**config.mk**
```make
export PLATFORM = sky130hd
export DESIGN_NAME = battery_can_telemetry_monitor_top
export DESIGN_NICKNAME = d
export VERILOG_FILES = /design/src/sv/bctm_pkg.sv /design/src/sv/bctm_ram.sv /design/src/sv/battery_can_telemetry_monitor_top.sv
export SDC_FILE = /design/constraint.sdc
export NUM_CORES = 1
export LEC_CHECK = 0
export BUFFER_PORTS_ARGS = -buffer_cell sky130_fd_sc_hd__buf_2
export CAP_MARGIN = 0
export CORE_MARGIN = 3
export CORE_UTILIZATION = 40
export CTS_BUF_LIST = sky130_fd_sc_hd__clkbuf_16
export CTS_CLUSTER_DIAMETER = 30
export DETAILED_ROUTE_END_ITERATION = 10
export HOLD_SLACK_MARGIN = 0.06
export PLACE_DENSITY_LB_ADDON = 0.2
export SYNTH_ARGS = -nofsm -noshare
export SYNTH_HDL_FRONTEND = slang
export SYNTH_SLANG_ARGS = --single-unit
```
**constraint.sdc**
```tcl
create_clock -name clk -period 19.1 [get_ports clk]
set_clock_uncertainty 0.2 [all_clocks]
set_input_delay 2.865 -clock clk [delete_from_list [all_inputs] [get_ports clk]]
set_output_delay 2.865 -clock clk [all_outputs]
set_load 0.1 [all_outputs]
```
**src/sv/bctm_pkg.sv**
```systemverilog
package bctm_pkg;

    typedef enum logic [5:0] {
        ST_IDLE  = 6'b000001,
        ST_DEC   = 6'b000010,
        ST_WR    = 6'b000100,
        ST_SCAN  = 6'b001000,
        ST_TSCAN = 6'b010000,
        ST_DONE  = 6'b100000
    } state_t;

    typedef enum logic [1:0] {
        KIND_CHARGER = 2'd0,
        KIND_CELL    = 2'd1,
        KIND_TEMP    = 2'd2,
        KIND_IGNORED = 2'd3
    } frame_kind_t;

    localparam logic [1:0] CFG_MIN_CELL_MV      = 2'd0;
    localparam logic [1:0] CFG_MAX_CELL_MV      = 2'd1;
    localparam logic [1:0] CFG_MAX_TEMP_C       = 2'd2;
    localparam logic [1:0] CFG_CHARGER_FRAME_ID = 2'd3;

    localparam logic [15:0] MIN_CELL_MV_RESET      = 16'd2800;
    localparam logic [15:0] MAX_CELL_MV_RESET      = 16'd4200;
    localparam logic [8:0]  MAX_TEMP_C_RESET       = 9'd70;
    localparam logic [31:0] CHARGER_FRAME_ID_RESET = 32'h1806E7F4;

    localparam int CELLS_PER_MODULE = 12;
    localparam int TEMPS_PER_MODULE = 2;
    localparam int CELLS_PER_PACKET = 4;

    localparam logic [27:0] ID_BASE      = 28'd300;
    localparam logic [27:0] ID_LIMIT     = 28'd460;
    localparam logic [15:0] DIV10_MUL    = 16'd205;
    localparam int          DIV10_SHIFT  = 11;
    localparam logic [7:0]  TEN          = 8'd10;
    localparam logic [8:0]  TEMP_OFFSET  = 9'd40;
    localparam logic [22:0] CHARGER_SCALE = 23'd100;

endpackage

```
**src/sv/bctm_ram.sv**
```systemverilog
module bctm_ram #(
    parameter int WIDTH = 16,
    parameter int DEPTH = 36
) (
    input  logic                     clk,
    input  logic                     we,
    input  logic [$clog2(DEPTH)-1:0] waddr,
    input  logic [WIDTH-1:0]         wdata,
    input  logic [$clog2(DEPTH)-1:0] raddr,
    output logic [WIDTH-1:0]         rdata
);

    logic [WIDTH-1:0] mem [DEPTH];

    always_ff @(posedge clk)
    begin
        if (we)
        begin
            mem[waddr] <= wdata;
        end
        rdata <= mem[raddr];
    end

endmodule

```
**src/sv/battery_can_telemetry_monitor_top.sv**
```systemverilog
// Battery CAN telemetry monitor. One received CAN frame enters per transaction on the
// s_ channel; one status result leaves per frame on the m_ channel. Configuration
// registers are written through cfg_we, cfg_index and cfg_data; the user must write
// them only while the block is idle, since the block itself does not enforce it.
// A frame is handled by a small sequencer: a decode state, a write state that stores
// four cell words for cell voltage frames, a walk over all stored cells through the
// cell memory read port and over all stored temperatures, all checked by one shared
// window comparator, then a done state that loads the output register. The block
// returns to idle and accepts the next frame only once the result is loaded, so it
// takes no new frame while one is still in progress.
// The output register holds a finished result while the receiver stalls, and the next
// frame is taken and processed meanwhile; only its final load waits for the register
// to be free. Reset clears the cell valid bits, so unwritten cells read as zero, and
// clears temperatures and charger values to zero, so the fault flag reads one until
// every cell holds an in-window voltage, and it returns the configuration registers
// to their defaults.
module battery_can_telemetry_monitor_top
    import bctm_pkg::*;
#(
    parameter int NUM_MODULES = 3
) (
    input  logic        clk,
    input  logic        rst_n,
    input  logic        s_tvalid,
    output logic        s_tready,
    // Fields from bit 0: frame_id[31:0], byte0 .. byte7.
    input  logic [95:0] s_tdata,
    output logic        m_tvalid,
    input  logic        m_tready,
    // Fields from bit 0: frame_kind[1:0], module_index[3:0], any_fault,
    // charger_voltage[22:0], charger_current[22:0], charger_flags[7:0], zero fill.
    output logic [63:0] m_tdata,
    input  logic        cfg_we,
    input  logic [1:0]  cfg_index,
    input  logic [31:0] cfg_data
);

    localparam int NC  = CELLS_PER_MODULE * NUM_MODULES;
    localparam int NT  = TEMPS_PER_MODULE * NUM_MODULES;
    localparam int CAW = $clog2(NC);
    localparam int TAW = $clog2(NT);
    localparam int CW  = $clog2(NC + 1);

    state_t state_reg, state_next;

    logic [15:0] min_cell_mv_reg;
    logic [15:0] max_cell_mv_reg;
    logic [8:0]  max_temp_c_reg;
    logic [31:0] charger_frame_id_reg;

    logic [31:0] id_reg;
    logic [7:0]  byte_reg [8];

    logic [CW-1:0]  cnt_reg;
    logic [1:0]     kind_reg;
    logic [3:0]     module_reg;
    logic           cell_frm_reg;
    logic [CAW-1:0] cell_base_reg;
    logic           fault_reg;
    logic [NC-1:0]  cell_vld_reg;
    logic           vld_rd_reg;
    logic [8:0]     temp_store_reg [NT];

    logic [22:0] charger_voltage_reg;
    logic [22:0] charger_current_reg;
    logic [7:0]  charger_flags_reg;

    logic        m_tvalid_reg;
    logic [63:0] m_tdata_reg;

    // Frame decode from the latched id.
    logic [27:0] idm;
    logic        in_rng;
    logic [7:0]  off;
    logic [15:0] quot;
    logic [3:0]  mod_n;
    logic [7:0]  rem;
    logic [7:0]  pkt_m;
    logic        mod_ok;
    logic        is_cell;
    logic        is_temp;
    logic        chg_hit;
    logic [7:0]  base_wide;
    logic [TAW-1:0] tidx;

    assign idm     = id_reg[27:0];
    assign in_rng  = (idm > ID_BASE) && (idm < ID_LIMIT);
    assign off     = 8'(idm - ID_BASE);
    assign quot    = 16'(off) * DIV10_MUL;
    assign mod_n   = quot[DIV10_SHIFT+3:DIV10_SHIFT];
    assign rem     = off - 8'(8'(mod_n) * TEN);
    assign pkt_m   = rem - 8'd1;
    assign mod_ok  = in_rng && (rem != 8'd0) && ({1'b0, mod_n} < 5'(NUM_MODULES));
    assign is_cell = mod_ok && (pkt_m < 8'd3);
    assign is_temp = mod_ok && (pkt_m == 8'd3);
    assign chg_hit = (id_reg == charger_frame_id_reg);
    assign base_wide = 8'(8'(mod_n) * 8'(CELLS_PER_MODULE)) + {4'd0, pkt_m[1:0], 2'b00};
    assign tidx    = TAW'({mod_n, 1'b0});

    // Cell memory access.
    logic           ram_we;
    logic [CAW-1:0] ram_waddr;
    logic [15:0]    ram_wdata;
    logic [CAW-1:0] ram_raddr;
    logic [15:0]    ram_rdata;
    logic [2:0]     hi_sel;
    logic [2:0]     lo_sel;

    assign hi_sel    = {cnt_reg[1:0], 1'b0};
    assign lo_sel    = {cnt_reg[1:0], 1'b1};
    assign ram_we    = (state_reg == ST_WR);
    assign ram_waddr = cell_base_reg + CAW'(cnt_reg[1:0]);
    assign ram_wdata = {byte_reg[hi_sel], byte_reg[lo_sel]};
    assign ram_raddr = (cnt_reg < CW'(NC)) ? cnt_reg[CAW-1:0] : '0;

    bctm_ram #(
        .WIDTH(16),
        .DEPTH(NC)
    ) u_cell_ram (
        .clk   (clk),
        .we    (ram_we),
        .waddr (ram_waddr),
        .wdata (ram_wdata),
        .raddr (ram_raddr),
        .rdata (ram_rdata)
    );

    // Shared window comparator for cells and temperatures.
    logic               cmp_en;
    logic signed [16:0] cmp_val;
    logic signed [16:0] cmp_lo;
    logic signed [16:0] cmp_hi;
    logic               cmp_out;
    logic [8:0]         temp_rd;

    assign temp_rd = temp_store_reg[cnt_reg[TAW-1:0]];

    always_comb
    begin
        cmp_en  = 1'b0;
        cmp_val = '0;
        cmp_lo  = '0;
        cmp_hi  = '0;
        case (state_reg)
            ST_SCAN:
            begin
                cmp_en  = (cnt_reg != '0);
                cmp_val = vld_rd_reg ? $signed({1'b0, ram_rdata}) : '0;
                cmp_lo  = $signed({1'b0, min_cell_mv_reg});
                cmp_hi  = $signed({1'b0, max_cell_mv_reg});
            end
            ST_TSCAN:
            begin
                cmp_en  = 1'b1;
                cmp_val = $signed({{8{temp_rd[8]}}, temp_rd});
                cmp_lo  = $signed({{8{1'b1}}, 9'h100});
                cmp_hi  = $signed({{8{max_temp_c_reg[8]}}, max_temp_c_reg});
            end
            default:
            begin
                cmp_en = 1'b0;
            end
        endcase
    end

    assign cmp_out = cmp_en && ((cmp_val < cmp_lo) || (cmp_val > cmp_hi));

    logic out_free;
    assign out_free = !m_tvalid_reg || m_tready;

    always_comb
    begin
        state_next = state_reg;
        case (state_reg)
            ST_IDLE:
            begin
                if (s_tvalid)
                begin
                    state_next = ST_DEC;
                end
            end
            ST_DEC:
            begin
                state_next = is_cell ? ST_WR : ST_SCAN;
            end
            ST_WR:
            begin
                if (cnt_reg[1:0] == 2'd3)
                begin
                    state_next = ST_SCAN;
                end
            end
            ST_SCAN:
            begin
                if (cnt_reg == CW'(NC))
                begin
                    state_next = ST_TSCAN;
                end
            end
            ST_TSCAN:
            begin
                if (cnt_reg == CW'(NT - 1))
                begin
                    state_next = ST_DONE;
                end
            end
            ST_DONE:
            begin
                if (out_free)
                begin
                    state_next = ST_IDLE;
                end
            end
            default:
            begin
                state_next = ST_IDLE;
            end
        endcase
    end

    always_ff @(posedge clk or negedge rst_n)
    begin
        if (!rst_n)
        begin
            state_reg            <= ST_IDLE;
            min_cell_mv_reg      <= MIN_CELL_MV_RESET;
            max_cell_mv_reg      <= MAX_CELL_MV_RESET;
            max_temp_c_reg       <= MAX_TEMP_C_RESET;
            charger_frame_id_reg <= CHARGER_FRAME_ID_RESET;
            cnt_reg              <= '0;
            kind_reg             <= KIND_IGNORED;
            module_reg           <= '0;
            cell_frm_reg         <= 1'b0;
            cell_base_reg        <= '0;
            fault_reg            <= 1'b0;
            cell_vld_reg         <= '0;
            vld_rd_reg           <= 1'b0;
            charger_voltage_reg  <= '0;
            charger_current_reg  <= '0;
            charger_flags_reg    <= '0;
            m_tvalid_reg         <= 1'b0;
            for (int j = 0; j < NT; j++)
            begin
                temp_store_reg[j] <= '0;
            end
        end
        else
        begin
            state_reg <= state_next;

            if (cfg_we)
            begin
                case (cfg_index)
                    CFG_MIN_CELL_MV:      min_cell_mv_reg      <= cfg_data[15:0];
                    CFG_MAX_CELL_MV:      max_cell_mv_reg      <= cfg_data[15:0];
                    CFG_MAX_TEMP_C:       max_temp_c_reg       <= cfg_data[8:0];
                    CFG_CHARGER_FRAME_ID: charger_frame_id_reg <= cfg_data;
                    default:              min_cell_mv_reg      <= min_cell_mv_reg;
                endcase
            end

            vld_rd_reg <= cell_vld_reg[ram_raddr];

            case (state_reg)
                ST_DEC:
                begin
                    cnt_reg       <= '0;
                    fault_reg     <= 1'b0;
                    cell_frm_reg  <= is_cell;
                    cell_base_reg <= CAW'(base_wide);
                    module_reg    <= (is_cell || is_temp) ? mod_n : 4'd0;
                    if (chg_hit)
                    begin
                        kind_reg            <= KIND_CHARGER;
                        charger_voltage_reg <= 23'({byte_reg[0], byte_reg[1]}) * CHARGER_SCALE;
                        charger_current_reg <= 23'({byte_reg[2], byte_reg[3]}) * CHARGER_SCALE;
                        charger_flags_reg   <= byte_reg[4];
                    end
                    else if (is_cell)
                    begin
                        kind_reg <= KIND_CELL;
                    end
                    else if (is_temp)
                    begin
                        kind_reg <= KIND_TEMP;
                    end
                    else
                    begin
                        kind_reg <= KIND_IGNORED;
                    end
                    if (is_temp)
                    begin
                        temp_store_reg[tidx]         <= {1'b0, byte_reg[0]} - TEMP_OFFSET;
                        temp_store_reg[tidx + 1'b1]  <= {1'b0, byte_reg[1]} - TEMP_OFFSET;
                    end
                end
                ST_WR:
                begin
                    cell_vld_reg[ram_waddr] <= 1'b1;
                    cnt_reg <= (cnt_reg[1:0] == 2'd3) ? '0 : cnt_reg + 1'b1;
                end
                ST_SCAN:
                begin
                    fault_reg <= fault_reg | cmp_out;
                    cnt_reg   <= (cnt_reg == CW'(NC)) ? '0 : cnt_reg + 1'b1;
                end
                ST_TSCAN:
                begin
                    fault_reg <= fault_reg | cmp_out;
                    cnt_reg   <= cnt_reg + 1'b1;
                end
                default:
                begin
                    cnt_reg <= cnt_reg;
                end
            endcase

            if ((state_reg == ST_DONE) && out_free)
            begin
                m_tvalid_reg <= 1'b1;
            end
            else if (m_tready)
            begin
                m_tvalid_reg <= 1'b0;
            end
        end
    end

    always_ff @(posedge clk)
    begin
        if (s_tvalid && s_tready)
        begin
            id_reg <= s_tdata[31:0];
            for (int b = 0; b < 8; b++)
            begin
                byte_reg[b] <= s_tdata[32 + 8*b +: 8];
            end
        end
        if ((state_reg == ST_DONE) && out_free)
        begin
            m_tdata_reg <= {3'd0, charger_flags_reg, charger_current_reg,
                            charger_voltage_reg, fault_reg, module_reg, kind_reg};
        end
    end

    assign s_tready = (state_reg == ST_IDLE);
    assign m_tvalid = m_tvalid_reg;
    assign m_tdata  = m_tdata_reg;

    a_accept_to_decode: assert property (@(posedge clk) disable iff (!rst_n)
        s_tvalid && s_tready |=> state_reg == ST_DEC)
        else $error("accepted frame did not enter decode");

    a_load_from_done: assert property (@(posedge clk) disable iff (!rst_n)
        $rose(m_tvalid_reg) |-> $past(state_reg == ST_DONE))
        else $error("result loaded outside the done state");

    a_write_only_cells: assert property (@(posedge clk) disable iff (!rst_n)
        state_reg == ST_WR |-> cell_frm_reg)
        else $error("cell memory written for a frame that carries no cells");

    a_scan_bound: assert property (@(posedge clk) disable iff (!rst_n)
        state_reg == ST_SCAN |-> cnt_reg <= CW'(NC))
        else $error("cell walk ran past the store");

endmodule
```
==> reports/metrics.csv <==
metric,value,unit
clock_path_buffers,3,
synth_fa_ha_area_share,7.472,%
num-fill-cells,9358,
cts_tree,yes,
fin_setup_tns,0,ps
num_vias,27178,
synth_mux_area_share,7.287,%
io_buffer_count,193,
post_cts_buffers,0,
min_path_type,flop to flop,
hpwl,71370,microns
largest_register_ffs,576,
regArea,0.02821,sq mm
clk_pin_slew_worst_paths,50,ps
synth_ff_type,edfxtp_1,
crit_path_end_kind,flop,
synth.avg_cell_area,13.92,sq um
layout_commonest_cell,edfxtp_1,
num_rows,120,
crit_fanout,18,
ctsHoldBuffers,0,
wl_per_cell,22.37,microns
totalWireLength,113600,microns
drive_above_1_share,23.95,%
mappedNetlistArea,0.04394,sq mm
clk_latency,780,ps
status,completed,
ys_seq_area_share,64.19,%
start_util,40.65,%
max_freq,108.2,MHz
grt_pass1_wl,173800,microns
grt.overflow.total,0,
max_stage_delay,630,ps
ant_nets,0,
period_share,48.37,%
root_buffer,clkbuf_16,
arrival,9680,ps
rsz0062_at_grt,false,
fp.dieH,337.4,microns
die_area,0.1139,sq mm
synthDistinctLibCells,87,
gp_congestion,0.8148,
tightestPinTransition,1300,ps
path_buf_inv,5,
first_iter_violations,2151,
htree_num_levels,4,
cap_violations,0,
period_needed,9239,ps
grt_max_degree,75,
avgViaCountPerCell,5.354,
critical-path-top-delay-family,adder cells,
cts.repair.resized,0,
worst_setup_path_start_kind,flop,
syn2layout_area_growth,22.61,%
synthArstFlopShare,24.21,%
final_cell_mix,"edfxtp_1 (729), nand2_1 (365), inv_1 (231)",
ios,201,
multi_input_area,0.01447,sq mm
synth_top_family_by_area,compound AO/OA/AOI/OAI gates,
timing_worst_setup_path_type,flop to flop,
crit_path_top_delay_cell,edfxtp_1,
finalHoldViolations,0,
synth_xor_area_share,1.714,%
crit_required,19540,ps
synth-simple-area-share,6.942,%
first_pass_iters,5,
numCtsBuffers,203,
core-area,0.1081,sq mm
grtUsageTotal,20.25,%
synth_cells,3157,
grt_pass1_vias,28169,
crit_path_frequent_cell,ha_1,
ys_seq_elements,983,
drc,0,
synth_edf_count,729,
finalSetupViolCount,0,
antenna_found_initial,10,
final_max_slew_viol_count,0,
synth_compound_area_share,9.198,%
die_w,337.4,microns
slew_headroom,11.12,%
cts.sinks,983,
yosysWarnings,0,
layout.nets,3866,
-- synthesized netlist by cell type, types with 59 or more instances --
cell type / count / area, sq um
edfxtp_1: 729 / 21890
nand2_1: 368 / 1381
ha_1: 208 / 2603
dfrtp_1: 207 / 5180
inv_1: 205 / 769.5
o21ai_0: 164 / 820.8
clkbuf_1: 112 / 420.4
mux2_2: 97 / 1092
a31oi_1: 94 / 588.1
nor2_1: 79 / 296.5
a21oi_1: 77 / 385.4
mux2i_1: 69 / 690.7
o221ai_1: 69 / 604.3
xnor2_1: 62 / 543.0
mux4_2: 59 / 1329
-- cell families (layout without fill, tap and decap cells) --
group,after synthesis,in the layout
buffers and inverters,355,862
adder cells (fa/ha/maj),242,242
XOR/XNOR,83,83
other,1,10
flip-flops,983,983
AND/OR/NAND/NOR,666,666
multiplexers,231,231
AO/OA/AOI/OAI,596,596
-- routing by layer --
| metal | global-route usage (%) | vias to the layer above | routed length [microns] |
|---|---|---|---|
| li1 | - | 12569 | - |
| met1 | 27.39 | 13576 | 49460 |
| met2 | 32.39 | 825 | 53730 |
| met3 | 4.334 | 200 | 7327 |
| met4 | 7.206 | 8 | 2989 |
| met5 | 0 | - | 55 |
-- worst reg2reg max path: cells and delay by family (launching register included) --
| kind | cells | cell delay (ps) |
|---|---|---|
| AND/OR/NAND/NOR | 8 | 1210 |
| AO/OA/AOI/OAI | 8 | 1970 |
| adder cells (fa/ha/maj) | 9 | 3440 |
| multiplexers | 1 | 390 |
| XOR/XNOR | 2 | 680 |
| flip-flops | 1 | 630 |
| buffers and inverters | 5 | 580 |
-- stage by stage --
stage | worst slack, ps | util [%] | std cells | cell area (sq um) | hold WS, ps
after floorplan | 11010 | - | 3163 | 43960 | 224.8
after global placement | 10040 | 43.25 | 4687 | 46750 | 231.1
after detailed placement | 9850 | 43.25 | 4687 | 46750 | 229.6
after CTS | 9801 | 49.83 | 5073 | 53870 | 244.1
after global routing | 9268 | 49.83 | 5074 | 53870 | 248.1
final | 9861 | 49.84 | 5076 | 53880 | 241.1
-- worst paths after layout --
kind	end	from	slack, ps	depth (start not counted)
setup reg to reg	temp_store_reg[27]	id_reg[2]	9860	33
max in group asynchronous	cnt_reg[0]	rst_n	14710	3
setup / recovery	temp_store_reg[27]	id_reg[2]	9860	33
min in group asynchronous	cell_vld_reg[9]	rst_n	1860	1
hold reg to reg	m_tdata[9]	charger_voltage_reg[2]	240	0
hold / removal	m_tdata[9]	charger_voltage_reg[2]	240	0
-- cell type report --
type,instances,area share (%)
Antenna cell,3,0.01393
Tap cell,1403,3.258
Multi-Input combinational cell,1825,26.85
Clock inverter,181,3.681
Timing Repair Buffer,269,2.870
Inverter,207,1.442
Sequential cell,983,52.36
Clock buffer,205,9.522
Power is not shown: default switching activity piles up to over one toggle a cycle in this logic, so the estimate is an artifact.
